$ cat src/hw/rtl/lru_page_replacement_macros.svh
// Assertion helpers for the RTL of the page replacement block.
`ifndef LRU_PAGE_REPLACEMENT_MACROS_SVH
`define LRU_PAGE_REPLACEMENT_MACROS_SVH

`ifndef NO_ASSERTIONS
// Concurrent check that is switched off while reset is asserted.
`define LRU_PR_ASSERT(lbl, clk, rst_n, prop, msg) \
  lbl: assert property (@(posedge clk) disable iff (!rst_n) prop) else $error(msg);
// Concurrent check that also holds while reset is asserted.
`define LRU_PR_ASSERT_ALWAYS(lbl, clk, prop, msg) \
  lbl: assert property (@(posedge clk) prop) else $error(msg);
`else
`define LRU_PR_ASSERT(lbl, clk, rst_n, prop, msg)
`define LRU_PR_ASSERT_ALWAYS(lbl, clk, prop, msg)
`endif

`endif

$ cat src/hw/rtl/lru_pr_pkg.sv
package lru_pr_pkg;

  // Default table geometry.
  localparam int FRAMES_DEF    = 8;
  localparam int PAGE_BITS_DEF = 16;

  // Recency ranks are kept at full width and saturate at all ones.
  localparam int RANK_BITS = 8;

  // Configuration register width and its reset value.
  localparam int         CFG_W          = 4;
  localparam logic [3:0] FRAMES_IN_RESET = 4'd8;

  // Sequencer states, one-hot.
  typedef enum logic [3:0] {
    ST_IDLE   = 4'b0001,
    ST_SCAN   = 4'b0010,
    ST_DECIDE = 4'b0100,
    ST_AGE    = 4'b1000
  } state_e;

endpackage

$ cat src/hw/rtl/lru_pr_ram.sv
module lru_pr_ram #(
  parameter int WIDTH = 24,
  parameter int DEPTH = 8,
  parameter int ADDR_W = (DEPTH > 1) ? $clog2(DEPTH) : 1
) (
  input  logic              clk_i,
  input  logic              we_i,
  input  logic [ADDR_W-1:0] waddr_i,
  input  logic [WIDTH-1:0]  wdata_i,
  input  logic [ADDR_W-1:0] raddr_i,
  output logic [WIDTH-1:0]  rdata_o
);

  logic [WIDTH-1:0] mem_q [DEPTH];

  // One write port and one registered read port.
  always_ff @(posedge clk_i) begin
    if (we_i) begin
      mem_q[waddr_i] <= wdata_i;
    end
    rdata_o <= mem_q[raddr_i];
  end

endmodule

$ cat src/hw/rtl/lru_page_replacement.sv
// One page reference is handled at a time: busy is high from the input transfer until the
// result strobe, and the next transfer may be taken in the cycle that carries the strobe.
// The cost is two passes through the frame memory over its single read port: a search
// pass and an aging pass. Reset is asynchronous and active low; it clears the valid
// bits, counters and sequencer. The receiver cannot stall a result.
`include "lru_page_replacement_macros.svh"

module lru_page_replacement #(
  parameter int FRAMES    = lru_pr_pkg::FRAMES_DEF,
  parameter int PAGE_BITS = lru_pr_pkg::PAGE_BITS_DEF
) (
  input  logic        clk_i,
  input  logic        rst_ni,
  input  logic        cfg_we_i,
  input  logic [3:0]  cfg_wdata_i,
  input  logic        start,
  output logic        busy,
  input  logic [15:0] page_number_i,
  output logic        done_o,
  output logic        was_hit_o,
  output logic [2:0]  frame_index_o,
  output logic        evicted_valid_o,
  output logic [15:0] evicted_page_o,
  output logic [31:0] fault_total_o,
  output logic [31:0] hit_total_o
);

  localparam int FIDX_W = (FRAMES > 1) ? $clog2(FRAMES) : 1;
  localparam int CNT_W  = $clog2(FRAMES + 1);
  localparam int RANK_W = lru_pr_pkg::RANK_BITS;
  localparam int ENT_W  = RANK_W + PAGE_BITS;

  lru_pr_pkg::state_e state_q, state_d;

  logic [3:0]           cfg_frames_q, cfg_frames_d;
  logic [CNT_W-1:0]     n_q, n_d, n_clamp;
  logic [CNT_W-1:0]     idx_q, idx_d;
  logic                 rd_pend_q, rd_pend_d;
  logic [FIDX_W-1:0]    tag_q, tag_d;
  logic [PAGE_BITS-1:0] page_q, page_d;
  logic [FRAMES-1:0]    valid_q, valid_d;

  logic                 hit_fnd_q, hit_fnd_d;
  logic [FIDX_W-1:0]    hit_idx_q, hit_idx_d;
  logic [RANK_W-1:0]    hit_rank_q, hit_rank_d;
  logic                 emp_fnd_q, emp_fnd_d;
  logic [FIDX_W-1:0]    emp_idx_q, emp_idx_d;
  logic [FIDX_W-1:0]    vic_idx_q, vic_idx_d;
  logic [RANK_W-1:0]    vic_rank_q, vic_rank_d;
  logic [PAGE_BITS-1:0] vic_page_q, vic_page_d;

  logic [FIDX_W-1:0]    f_q, f_d;
  logic [RANK_W:0]      limit_q, limit_d;
  logic                 done_q, done_d;
  logic                 was_hit_q, was_hit_d;
  logic                 ev_valid_q, ev_valid_d;
  logic [15:0]          ev_page_q, ev_page_d;
  logic [31:0]          fault_cnt_q, fault_cnt_d;
  logic [31:0]          hit_cnt_q, hit_cnt_d;

  logic [31:0]          page_ext, vic_ext, f_ext;
  logic                 issue, last_tag, rd_valid;
  logic [ENT_W-1:0]     ram_rdata, ram_wdata;
  logic                 ram_we;
  logic [RANK_W-1:0]    rd_rank, rank_eff;
  logic [PAGE_BITS-1:0] rd_page;

  // Frame memory holds the rank and the page of each frame.
  lru_pr_ram #(
    .WIDTH (ENT_W),
    .DEPTH (FRAMES)
  ) u_frame_ram (
    .clk_i   (clk_i),
    .we_i    (ram_we),
    .waddr_i (tag_q),
    .wdata_i (ram_wdata),
    .raddr_i (idx_q[FIDX_W-1:0]),
    .rdata_o (ram_rdata)
  );

  assign page_ext = 32'(page_number_i);
  assign vic_ext  = 32'(vic_page_q);
  assign f_ext    = 32'(f_q);

  // Active frame count: zero acts as one, anything above the table size as the size.
  always_comb begin
    if (cfg_frames_q == '0) begin
      n_clamp = CNT_W'(1);
    end else if (32'(cfg_frames_q) > FRAMES) begin
      n_clamp = CNT_W'(FRAMES);
    end else begin
      n_clamp = CNT_W'(cfg_frames_q);
    end
  end

  // Read issue and return bookkeeping shared by both passes.
  assign issue    = (state_q inside {lru_pr_pkg::ST_SCAN, lru_pr_pkg::ST_AGE})
                    && (idx_q < n_q);
  assign last_tag = rd_pend_q && ((CNT_W'(tag_q) + CNT_W'(1)) == n_q);
  assign rd_valid = valid_q[tag_q];
  assign rd_rank  = ram_rdata[ENT_W-1:PAGE_BITS];
  assign rd_page  = ram_rdata[PAGE_BITS-1:0];
  assign rank_eff = rd_valid ? rd_rank : '0;

  // Aging pass: the chosen frame becomes newest, younger valid frames grow older.
  always_comb begin
    ram_we = (state_q == lru_pr_pkg::ST_AGE) && rd_pend_q;
    if (tag_q == f_q) begin
      ram_wdata = {RANK_W'(0), page_q};
    end else if (rd_valid && ({1'b0, rd_rank} < limit_q) && (rd_rank != '1)) begin
      ram_wdata = {rd_rank + RANK_W'(1), rd_page};
    end else begin
      ram_wdata = ram_rdata;
    end
  end

  // Sequencer: search pass, decision, aging pass.
  always_comb begin
    state_d      = state_q;
    cfg_frames_d = cfg_we_i ? cfg_wdata_i : cfg_frames_q;
    n_d          = n_q;
    idx_d        = idx_q;
    rd_pend_d    = 1'b0;
    tag_d        = tag_q;
    page_d       = page_q;
    valid_d      = valid_q;
    hit_fnd_d    = hit_fnd_q;
    hit_idx_d    = hit_idx_q;
    hit_rank_d   = hit_rank_q;
    emp_fnd_d    = emp_fnd_q;
    emp_idx_d    = emp_idx_q;
    vic_idx_d    = vic_idx_q;
    vic_rank_d   = vic_rank_q;
    vic_page_d   = vic_page_q;
    f_d          = f_q;
    limit_d      = limit_q;
    done_d       = 1'b0;
    was_hit_d    = was_hit_q;
    ev_valid_d   = ev_valid_q;
    ev_page_d    = ev_page_q;
    fault_cnt_d  = fault_cnt_q;
    hit_cnt_d    = hit_cnt_q;

    if (issue) begin
      idx_d     = idx_q + CNT_W'(1);
      rd_pend_d = 1'b1;
      tag_d     = idx_q[FIDX_W-1:0];
    end

    case (state_q)
      lru_pr_pkg::ST_IDLE: begin
        if (start) begin
          page_d    = page_ext[PAGE_BITS-1:0];
          n_d       = n_clamp;
          idx_d     = '0;
          hit_fnd_d = 1'b0;
          emp_fnd_d = 1'b0;
          state_d   = lru_pr_pkg::ST_SCAN;
        end
      end
      lru_pr_pkg::ST_SCAN: begin
        if (rd_pend_q) begin
          // First matching valid frame, first empty frame, oldest frame.
          if (!hit_fnd_q && rd_valid && (rd_page == page_q)) begin
            hit_fnd_d  = 1'b1;
            hit_idx_d  = tag_q;
            hit_rank_d = rd_rank;
          end
          if (!emp_fnd_q && !rd_valid) begin
            emp_fnd_d = 1'b1;
            emp_idx_d = tag_q;
          end
          if ((tag_q == '0) || (rank_eff > vic_rank_q)) begin
            vic_idx_d  = tag_q;
            vic_rank_d = rank_eff;
            vic_page_d = rd_page;
          end
          if (last_tag) begin
            state_d = lru_pr_pkg::ST_DECIDE;
          end
        end
      end
      lru_pr_pkg::ST_DECIDE: begin
        idx_d      = '0;
        ev_valid_d = 1'b0;
        ev_page_d  = '0;
        state_d    = lru_pr_pkg::ST_AGE;
        if (hit_fnd_q) begin
          f_d       = hit_idx_q;
          limit_d   = {1'b0, hit_rank_q};
          was_hit_d = 1'b1;
          if (hit_cnt_q != '1) begin
            hit_cnt_d = hit_cnt_q + 32'd1;
          end
        end else begin
          limit_d   = {1'b1, RANK_W'(0)};
          was_hit_d = 1'b0;
          if (emp_fnd_q) begin
            f_d = emp_idx_q;
            valid_d[emp_idx_q] = 1'b1;
          end else begin
            f_d        = vic_idx_q;
            ev_valid_d = 1'b1;
            ev_page_d  = vic_ext[15:0];
          end
          if (fault_cnt_q != '1) begin
            fault_cnt_d = fault_cnt_q + 32'd1;
          end
        end
      end
      lru_pr_pkg::ST_AGE: begin
        if (last_tag) begin
          done_d  = 1'b1;
          state_d = lru_pr_pkg::ST_IDLE;
        end
      end
      default: begin
        state_d = lru_pr_pkg::ST_IDLE;
      end
    endcase
  end

  // Control state.
  always_ff @(posedge clk_i or negedge rst_ni) begin
    if (!rst_ni) begin
      state_q      <= lru_pr_pkg::ST_IDLE;
      cfg_frames_q <= lru_pr_pkg::FRAMES_IN_RESET;
      idx_q        <= '0;
      rd_pend_q    <= 1'b0;
      valid_q      <= '0;
      hit_fnd_q    <= 1'b0;
      emp_fnd_q    <= 1'b0;
      done_q       <= 1'b0;
      was_hit_q    <= 1'b0;
      ev_valid_q   <= 1'b0;
      fault_cnt_q  <= '0;
      hit_cnt_q    <= '0;
    end else begin
      state_q      <= state_d;
      cfg_frames_q <= cfg_frames_d;
      idx_q        <= idx_d;
      rd_pend_q    <= rd_pend_d;
      valid_q      <= valid_d;
      hit_fnd_q    <= hit_fnd_d;
      emp_fnd_q    <= emp_fnd_d;
      done_q       <= done_d;
      was_hit_q    <= was_hit_d;
      ev_valid_q   <= ev_valid_d;
      fault_cnt_q  <= fault_cnt_d;
      hit_cnt_q    <= hit_cnt_d;
    end
  end

  // Payload registers.
  always_ff @(posedge clk_i) begin
    n_q        <= n_d;
    tag_q      <= tag_d;
    page_q     <= page_d;
    hit_idx_q  <= hit_idx_d;
    hit_rank_q <= hit_rank_d;
    emp_idx_q  <= emp_idx_d;
    vic_idx_q  <= vic_idx_d;
    vic_rank_q <= vic_rank_d;
    vic_page_q <= vic_page_d;
    f_q        <= f_d;
    limit_q    <= limit_d;
    ev_page_q  <= ev_page_d;
  end

  assign busy            = (state_q != lru_pr_pkg::ST_IDLE);
  assign done_o          = done_q;
  assign was_hit_o       = was_hit_q;
  assign frame_index_o   = f_ext[2:0];
  assign evicted_valid_o = ev_valid_q;
  assign evicted_page_o  = ev_page_q;
  assign fault_total_o   = fault_cnt_q;
  assign hit_total_o     = hit_cnt_q;

  // A result transfer only follows the aging pass and leaves the block idle.
  `LRU_PR_ASSERT(a_done_after_age, clk_i, rst_ni, done_o |-> $past(state_q == lru_pr_pkg::ST_AGE) && !busy, "result without a completed aging pass")
  // The chosen frame lies among the active frames during the aging pass.
  `LRU_PR_ASSERT(a_frame_active, clk_i, rst_ni, (state_q == lru_pr_pkg::ST_AGE) |-> (CNT_W'(f_q) < n_q), "chosen frame outside the active range")
  // A frame once filled stays filled.
  `LRU_PR_ASSERT(a_valid_sticky, clk_i, rst_ni, (valid_q & $past(valid_q)) == $past(valid_q), "frame valid bit cleared")
  // A hit never reports an eviction.
  `LRU_PR_ASSERT(a_hit_no_evict, clk_i, rst_ni, (done_o && was_hit_o) |-> !evicted_valid_o, "eviction reported on a hit")
  // No result strobe while reset is held.
  `LRU_PR_ASSERT_ALWAYS(a_quiet_in_reset, clk_i, !rst_ni |-> !done_o, "result strobe during reset")

endmodule
$ cat config.mk
export PLATFORM = sky130hd
export DESIGN_NAME = lru_page_replacement
export DESIGN_NICKNAME = d
export VERILOG_FILES = /design/src/hw/rtl/lru_pr_pkg.sv /design/src/hw/rtl/lru_pr_ram.sv /design/src/hw/rtl/lru_page_replacement.sv
export VERILOG_INCLUDE_DIRS = /design/src /design/src/hw/rtl
export SDC_FILE = /design/constraint.sdc
export NUM_CORES = 1
export LEC_CHECK = 0
export BUFFER_PORTS_ARGS = -buffer_cell sky130_fd_sc_hd__buf_2
export CAP_MARGIN = 10
export CORE_MARGIN = 2
export CORE_UTILIZATION = 50
export DETAILED_ROUTE_END_ITERATION = 8
export PLACE_DENSITY = 0.68
export SLEW_MARGIN = 20
export SYNTH_ARGS = -nofsm -noshare
export SYNTH_HDL_FRONTEND = slang
export SYNTH_HIERARCHICAL = 1
export SYNTH_SLANG_ARGS = --single-unit
export TNS_END_PERCENT = 30
$ cat constraint.sdc
create_clock -name clk_i -period 10.43 [get_ports clk_i]
set_input_delay 1.043 -clock clk_i [delete_from_list [all_inputs] [get_ports clk_i]]
set_output_delay 1.043 -clock clk_i [all_outputs]
set_load 0.01 [all_outputs]
# Yosys cells after proc, flatten, opt, wreduce, memory -nomap -nowiden
# Memory sizes are Yosys's and may differ from the RTL's. A register that Yosys moved wholly into a read port is not among the register bits.
# Index checks and enable logic that the tools add are counted.
[word_totals] ff_bits=182 ram_bits=192 inputBits=24 elab_cells=121 memories=1
[op_classes] add_sub_neg=5 n_lt_le_gt_ge=7 n_eq_ne=17 muxes=34 bitwise_logic=2 reduce_logical=29
[memory_table] memory="u_frame_ram.mem_q" depth=8 word_bits=24 rd=1 rd_ports_with_merged_regs=1 wr=1 line_no="lru_pr_ram.sv:14" text="logic [WIDTH-1:0] mem_q [DEPTH];"
[ops] cell="adder 32 x 1 -> 32 bit, second input constant" n=2
[ops] cell="!= test 32 bit, second input constant" n=2
[ops] cell="two-way mux 24 bit" n=2
[ops] cell="two-way mux 4 bit" n=7
[ops] cell="AND reduction 3 bit" n=6
[ops] cell="== test 16 bit" n=1
[ops] cell="one-hot mux 4 bit (4 select lines)" n=1
[ops] cell="two-way mux 1 bit" n=15
[ops] cell="AND reduction 4 bit" n=3
[ops] cell="logical AND 1 bit" n=9
[ops] cell="less-than comparator 8 x 9 -> 1 bit" n=1
[ops] cell="two-way mux 9 bit" n=1
[ops] cell="adder 8 x 1 -> 8 bit, second input constant" n=1
[ops] cell="greater-than comparator 8 bit" n=1
[ops] cell="less-than comparator 3 x 4 -> 1 bit, second input constant" n=2
[ops] cell="two-way mux 8 bit" n=1
[ops] cell="!= test 2 bit, second input constant" n=4
[ops] cell="!= test 8 bit, second input constant" n=1
[ops] cell="bitwise OR 8 bit" n=1
[ops] cell="one-hot mux 4 bit (2 select lines)" n=1
[ops] cell="two-way mux 3 bit" n=2
[ops] cell="adder 3 x 1 -> 4 bit, second input constant" n=1
[ops] cell="adder 4 x 1 -> 4 bit, second input constant" n=1
[ops] cell="== test 4 x 1 -> 1 bit, second input constant" n=1
[ops] cell="21 further kinds" n=27

# Depth between registers and ports, before layout
# Gate-level depths: netlist (run 1).
[logic_depth] depth_word=7 depth_mapped=11 ltp_nobuf=9

# By module
# The synthesis (run 1) kept the hierarchy.
[modules_own_cells] module="lru_page_replacement" n_inst=1 cells_per_inst=719 area_per_inst_um2=8476.9 seq_area_each_um2=5017.3
[modules_own_cells] module="lru_pr_ram" n_inst=1 cells_per_inst=314 area_per_inst_um2=7810.0 seq_area_each_um2=6246.0

# Worst setup path after synthesis (run 1)
# OpenSTA, ideal clock, no wires.
[synth_path] kind="reg-to-reg" startpoint="register tag_q[0]" endpoint="register vic_idx_q[0], enable pin" setup_ns=0.453 t_arrival_ns=4.603 path_slack_ns=5.374 stages_incl_launch_ff=10 path_buffers=2 synth_period_minus_slack_ns=5.056 cell_sequence="edfxtp_1 clkbuf_1 mux4_2 mux2_2 clkbuf_1 and2_1 ha_1 and4_1 nor3b_1 a211oi_1"
[synth_via] elab_chain_cells=6 elab_cells_between_ends=7
[synth_rtl] item="start: declaration" line_no="lru_page_replacement.sv:39" text="logic [FIDX_W-1:0] tag_q, tag_d;"
[synth_rtl] item="start signal: assignment" line_no="lru_page_replacement.sv:257" text="tag_q <= tag_d;"
[synth_rtl] item="binary-select mux 1 bit (select 3 bit)" line_no="lru_page_replacement.sv:100" text="assign rd_valid = valid_q[tag_q];"
[synth_rtl] item="two-way mux 1 bit (implied by the code)" line_no="lru_page_replacement.sv:100"
[synth_rtl] item="two-way mux 8 bit" line_no="lru_page_replacement.sv:103" text="assign rank_eff = rd_valid ? rd_rank : '0;"
[synth_rtl] item="net rank_eff[7]" line_no="lru_page_replacement.sv:65" text="logic [RANK_W-1:0] rd_rank, rank_eff;"
[synth_rtl] item="greater-than comparator 8 bit" line_no="lru_page_replacement.sv:173" text="if ((tag_q == '0) || (rank_eff > vic_rank_q)) begin"
[synth_rtl] item="logical OR 1 bit" line_no="lru_page_replacement.sv:173"
[synth_rtl] item="AND reduction 3 bit (no line)"
[synth_rtl] item="end signal: assignment" line_no="lru_page_replacement.sv:262" text="vic_idx_q <= vic_idx_d;"
[synth_rtl] item="end: declaration" line_no="lru_page_replacement.sv:48" text="logic [FIDX_W-1:0] vic_idx_q, vic_idx_d;"
# The timed path passes the listed nets, and every way through them passes these cells. The select of a mux whose other input is x is not followed.
# A chain may end at the register's enable or synchronous reset.

# Final worst setup path (run 1)
[layout_path] startpoint="register tag_q[0]" endpoint="register vic_page_q[7], enable pin"
[layout_via] elab_chain_cells=6 elab_cells_between_ends=7
[layout_rtl] item="binary-select mux 1 bit (select 3 bit)" line_no="lru_page_replacement.sv:100"
[layout_rtl] item="two-way mux 1 bit (implied by the code)" line_no="lru_page_replacement.sv:100"
[layout_rtl] item="two-way mux 8 bit" line_no="lru_page_replacement.sv:103"
[layout_rtl] item="net rank_eff[1]" line_no="lru_page_replacement.sv:65"
[layout_rtl] item="greater-than comparator 8 bit" line_no="lru_page_replacement.sv:173"
[layout_rtl] item="logical OR 1 bit" line_no="lru_page_replacement.sv:173"
[layout_rtl] item="AND reduction 3 bit (no line)"
[layout_rtl] item="end signal: assignment" line_no="lru_page_replacement.sv:264" text="vic_page_q <= vic_page_d;"
[layout_rtl] item="end: declaration" line_no="lru_page_replacement.sv:50" text="logic [PAGE_BITS-1:0] vic_page_q, vic_page_d;"
# The timed path passes the listed nets, and every way through them passes these cells. The select of a mux whose other input is x is not followed.

==> flow_summary.json, run 1 <==
{
  "grt_pass1_wl_um": 50050,
  "drtIter0Drc": 659,
  "drt-total-wl_um": 32100,
  "pin_count": 111,
  "path_max_fanout": 20,
  "route.vias.total": 9081,
  "fmax_ghz": 0.2623,
  "synthTopCellsByArea": "edfxtp_1 52%, dfrtp_1 14%, mux4_2 6.9%, xnor2_1 3.5%, dfxtp_1 2.9%",
  "port_buffers": 110,
  "post-dp-hpwl_um": 20010,
  "final.setup.tns_ns": 0,
  "hold_buffers": 0,
  "grtUsageTotal_pct": 19.11,
  "clock_skew_ns": 0.02339,
  "antenna_found_initial": 0,
  "synth_top_area_cell": "edfxtp_1",
  "synth_nets": 1081,
  "drive_gt1_share_pct": 24.63,
  "synth.distinct_cells": 58,
  "synth_ff_type": "edfxtp_1",
  "reg2reg_depth": 10,
  "peakVddDrop_v": 0.0001276,
  "routed_via_density": 5.510,
  "cts_tree": "built",
  "final_cell_mix": "284 x edfxtp_1, 109 x buf_2, 95 x nand2_1, 86 x dfrtp_1, 65 x xnor2_1",
  "antennaDiodeCount": 0,
  "reg2reg_from": "tag_q[0]",
  "min_path_cells": 1,
  "cts_resized": 0,
  "yosys_warnings": 6,
  "yosysSeqAreaShare_pct": 69.16,
  "synth_edf_count": 284,
  "run_status": "complete, no violations",
  "wl_per_cell_um": 19.48,
  "tightest_slew_ns": 0.9945,
  "fillCellCount": 2517,
  "placementRows": 66,
  "cts_buffers": 42,
  "slew_headroom_pct": 33.62,
  "num-nets-final": 1220,
  "endpoint_kind": "register",
  "holdPathEnd": "valid_q[0]",
  "regArea_um2": 11270,
  "report.final.setup_viol": 0,
  "worst-setup-path-type": "reg2reg",
  "cts_max_level": 2,
  "p_per_area_nw_per_um2": 213.5,
  "period_minus_slack_ns": 3.813,
  "critPathRequiredTime_ns": 10.65,
  "drc_errors": 0,
  "multiInputGateArea_um2": 4788,
  "fin_util_pct": 58.21,
  "p_leak_nw": 7.190,
  "cts_setup_buffers": 0,
  "syn2layout_area_growth_pct": 15.40,
  "fp.coreArea_um2": 32290,
  "clockRootBuffer": "clkbuf_16",
  "dieArea_um2": 34030,
  "grt_pass1_vias": 9000,
  "clkTransAtPathRegs_ns": 0.06,
  "start_util_pct": 50.44,
  "final_common_cell": "edfxtp_1",
  "synth_top_cell_area_share_pct": 52.36,
  "clock_sinks": 398,
  "ant_nets": 0,
  "async_reset_ff_share_pct": 22.61,
  "hp-class": "reg2reg",
  "arrival_ns": 4.03,
  "final_max_slew_viol_count": 0,
  "max_cap_violations": 0,
  "netlist_area_um2": 16290,
  "total_power_w": 0.004012,
  "critPathLaunchType": "register",
  "avgSynthCellArea_um2": 15.77,
  "gp_congestion": 0.7792,
  "hold_viol": 0,
  "overflow": 0,
  "die_height_um": 184.5,
  "die_w_um": 184.5,
  "hp-start": "valid_q[0]",
  "fin_crit_sh_pct": 36.56,
  "grt_setup_unrepaired": "no",
  "drtPass1Iterations": 5,
  "synth-seq-cells": 398,
  "synthCells": 1033,
  "clock_latency_ns": 0.55,
  "cts.path.max_buffers": 3,
  "r2r_slack_ns": 6.62,
  "r2r_end": "vic_page_q[7]",
  "grt_max_degree": 55
}
-- synth_stat cells (5+ instances only) --
master	number
a211oi_1	5
a21o_1	8
a21oi_1	11
and2_1	33
and3_1	21
and4_1	5
buf_2	9
clkbuf_1	17
dfrtp_1	88
dfxtp_1	24
edfxtp_1	284
ha_1	24
inv_1	31
mux2_2	17
mux2_4	15
mux2i_1	7
mux4_2	50
nand2_1	95
nand2b_1	8
nand3_1	34
nand4_1	34
nor2_1	35
nor2b_1	6
nor3_1	19
o21ai_0	9
o31ai_1	7
or4_1	7
xnor2_1	65
xor2_1	17
-- critical path: stages (launching register included) --
cell and delay, ns:
edfxtp_1 0.74, mux4_2 0.57, mux2_2 0.39, and2_1 0.21, ha_1 0.28, nor2b_1 0.13
o21a_1 0.11, o21a_1 0.10, o21ai_0 0.13, a211oi_4 0.47, buf_4 0.36
-- area by class of cell --
class / count / area share [%]
clock inverter: 17 / 0.9786
inverter: 32 / 0.6391
clock buffer: 61 / 6.398
multi-input combinational: 574 / 25.48
tap: 442 / 2.943
sequential: 398 / 59.96
timing repair buffer: 124 / 3.608
-- worst max path at each step --
stage / startpoint / cells after the start / to
2_1_floorplan: tag_q[0] / 9 / vic_idx_q[0]
3_3_place_gp: tag_q[0] / 10 / vic_page_q[0]
3_5_place_dp: tag_q[0] / 10 / vic_page_q[0]
4_1_cts: tag_q[0] / 10 / vic_page_q[1]
5_1_grt: tag_q[0] / 10 / vic_page_q[1]
6_report: tag_q[0] / 10 / vic_page_q[7]
-- routing by layer --
metal	global-route usage, %	share of wire, %
met1	27.65	45
met2	30.39	47
met3	3.043	6.1
met4	5.120	2.0
met5	0	0
-- cells by family (layout without fill, tap and decap cells) --
logic type	after synthesis	in the layout	share of synthesized area [%]
buffers and inverters	61	234	1.721
DFF	398	398	69.16
xor gates and xnor gates	82	82	4.410
and+or+nand+nor	322	322	10.38
AOI/OAI and AO/OA	55	55	2.451
adders and majority gates	24	24	1.844
muxes	91	91	10.04
-- where the power goes --
part           leakage [nW]  switching, W  internal (W)
clock network         0.674      0.000606      0.000857
logic                  2.50      0.000289      0.000223
registers              4.01      0.000133       0.00190
-- flip-flops by register name, indices dropped and copies added, names as in the netlist, 8 cells and up --
| register | flops |
|---|---|
| evicted_page_o | 16 |
| u_frame_ram/rdata_o | 24 |
| limit_q | 9 |
| page_q | 16 |
| hit_rank_q | 8 |
| vic_rank_q | 8 |
| vic_page_q | 16 |
| hit_total_o | 32 |
| u_frame_ram/mem_q | 192 |
| valid_q | 8 |
| fault_total_o | 32 |
-- metrics by stage --
| step | cell area (um2) | hold slack [ns] | instances | setup WS (ns) |
|---|---|---|---|---|
| 6_report | 18790 | 0.4562 | 1648 | 6.617 |
| 5_1_grt | 18790 | 0.4761 | 1648 | 6.453 |
| 4_1_cts | 18770 | 0.4571 | 1647 | 6.617 |
| 3_5_place_dp | 17380 | 0.4434 | 1569 | 6.624 |
| 3_3_place_gp | 17370 | 0.4370 | 1569 | 6.658 |
| 2_1_floorplan | 16290 | 0.4232 | 1033 | 5.374 |
(Power assumes the default switching activity.)
==> run 2: changes to the inputs <==
--- a/config.mk
+++ b/config.mk
@@ -11,7 +11,7 @@
 export CORE_MARGIN = 2
 export CORE_UTILIZATION = 50
 export DETAILED_ROUTE_END_ITERATION = 8
-export PLACE_DENSITY = 0.68
+export PLACE_DENSITY = 0.71
 export SLEW_MARGIN = 20
 export SYNTH_ARGS = -nofsm -noshare
 export SYNTH_HDL_FRONTEND = slang
==> constraint.sdc (replaced) <==
create_clock -name clk_i -period 3.5 [get_ports clk_i]
set_input_delay 0.35 -clock clk_i [delete_from_list [all_inputs] [get_ports clk_i]]
set_output_delay 0.35 -clock clk_i [all_outputs]
set_load 0.01 [all_outputs]
==> run 2 against run 1 <==
Compared with the run above: non-clock buffer count grew 28; critical endpoint is now vic_page_q[5]; register-to-register slack lost 6.4 ns; critical path type unchanged; first-iteration DRC count grew 0.15%.
==> flow_summary.json, run 2 (synthesized netlist as in run 1, its figures left out) <==
{
  "num-nets-final": 1246,
  "max_cap_violations": 0,
  "overflow": 0,
  "final.setup.tns_ns": 0,
  "p_per_area_nw_per_um2": 626.5,
  "reg2reg_from": "tag_q[0]",
  "wl_per_cell_um": 19.48,
  "critPathTopFamily": "multiplexers",
  "cts_buffers": 40,
  "run_status": "complete, no violations",
  "drive_gt1_share_pct": 24.55,
  "fmax_ghz": 0.3036,
  "fp.coreArea_um2": 32290,
  "p_leak_nw": 7.274,
  "die_w_um": 184.5,
  "path_max_fanout": 20,
  "tightest_slew_ns": 0.9354,
  "grt_setup_unrepaired": "no",
  "hp-start": "page_number_i[13]",
  "period_minus_slack_ns": 3.294,
  "hold_buffers": 15,
  "clock_sinks": 398,
  "peakVddDrop_v": 0.0003611,
  "fin_crit_sh_pct": 94.11,
  "placementRows": 66,
  "final_max_slew_viol_count": 0,
  "worst-setup-path-type": "reg2reg",
  "cpPeakStageDelay_ns": 0.52,
  "crit_chain": "mux4_2 > mux2_4 > and2_4 > ha_4 > nor2b_1 > o21a_1 > o21a_1 > o21ai_2 > a211oi_4 > buf_4",
  "antennaDiodeCount": 0,
  "die_height_um": 184.5,
  "hold_viol": 0,
  "crit_buf_inv": 1,
  "ant_nets": 0,
  "cts_setup_buffers": 0,
  "layout_setup_ws_ns": 0.2060,
  "final_common_cell": "edfxtp_1",
  "gp_congestion": 0.7992,
  "dieArea_um2": 34030,
  "clock_latency_ns": 0.55,
  "routed_via_density": 5.547,
  "cts_max_level": 2,
  "critPathRequiredTime_ns": 3.71,
  "crit_top_cell": "o21a_1",
  "slowest_stage": "mux4_2",
  "drt-total-wl_um": 32570,
  "cts.path.max_buffers": 3,
  "route.vias.total": 9274,
  "grt_pass1_vias": 9213,
  "drtIter0Drc": 660,
  "critPathLaunchType": "register",
  "start_util_pct": 50.44,
  "clock_skew_ns": 0.02278,
  "final_cell_mix": "284 x edfxtp_1, 109 x buf_2, 95 x nand2_1, 86 x dfrtp_1, 65 x xnor2_1",
  "antenna_found_initial": 0,
  "post-dp-hpwl_um": 20090,
  "cts_tree": "built",
  "grt_pass1_wl_um": 50650,
  "clockRootBuffer": "clkbuf_16",
  "endpoint_kind": "register",
  "grt_max_degree": 71,
  "final_cells": 1672,
  "dp_cells": 1583,
  "syn2layout_area_growth_pct": 16.48,
  "report.final.setup_viol": 0,
  "arrival_ns": 3.51,
  "clkTransAtPathRegs_ns": 0.06,
  "pin_count": 111,
  "cts_resized": 0,
  "regMostFlops": "u_frame_ram/mem_q",
  "drtPass1Iterations": 5,
  "largest_reg_flops": 192,
  "preCtsSetupSlack_ns": 0.1784,
  "critPathLaunch": "tag_q[0]",
  "grtUsageTotal_pct": 19.37,
  "hp-class": "in2reg",
  "slew_headroom_pct": 37.41,
  "whs_ns": 0.02809,
  "drc_errors": 0,
  "port_buffers": 110
}
## run 2: changes by cell type in the layout (fill, tap and decap cells not counted), sizes merged
cell | previous run | this run
bufinv | 2 | 5
clkbuf | 61 | 46
clkinv | 13 | 19
dlygate4sd3 | 0 | 15
buf | 124 | 137
inv | 32 | 34
## run 2: routing by layer
layer / track usage (%) / wire length [um] / vias up
li1: - / - / 4220
met1: 27.34 / 14380 / 4719
met5: 0 / 0 / -
met2: 31.23 / 15570 / 290
met3: 3.122 / 1918 / 45
met4: 5.792 / 701 / 0
## run 2: final timing paths
check	slack, ns	cells past startpoint	end
hold reg to reg	0.46	1	valid_q[3]
hold / removal	0.03	1	page_q[13]
max in group asynchronous	2.30	3	valid_q[2]
setup reg to reg	0.21	10	vic_page_q[5]
setup / recovery	0.21	10	vic_page_q[5]
min in group asynchronous	0.48	2	fault_total_o[15]
## run 2: power breakdown
part           total, W  switching [W]  internal [W]
Sequential      0.00598       0.000311       0.00567
Clock           0.00424        0.00176       0.00248
Combinational   0.00166       0.000956      0.000703
## run 2: layout make-up
type | count | area (um2)
clock buffers | 46 | 1023
inverters | 32 | 120.1
multi-input cells | 574 | 4803
fillers | 2405 | 13320
flip-flops and latches | 398 | 11270
repair buffers | 152 | 918.4
well taps | 442 | 553.0
clock inverters | 28 | 284.0
## run 2: per-stage QoR
stage	power (W)	instance area (um2)	util (%)
global placement	0.007655	17510	54.24
detailed placement	0.007712	17510	54.24
finish	0.01188	18970	58.75
global route	0.01235	18970	58.75
floorplan	0.007172	16340	-
CTS	0.01197	18970	58.75
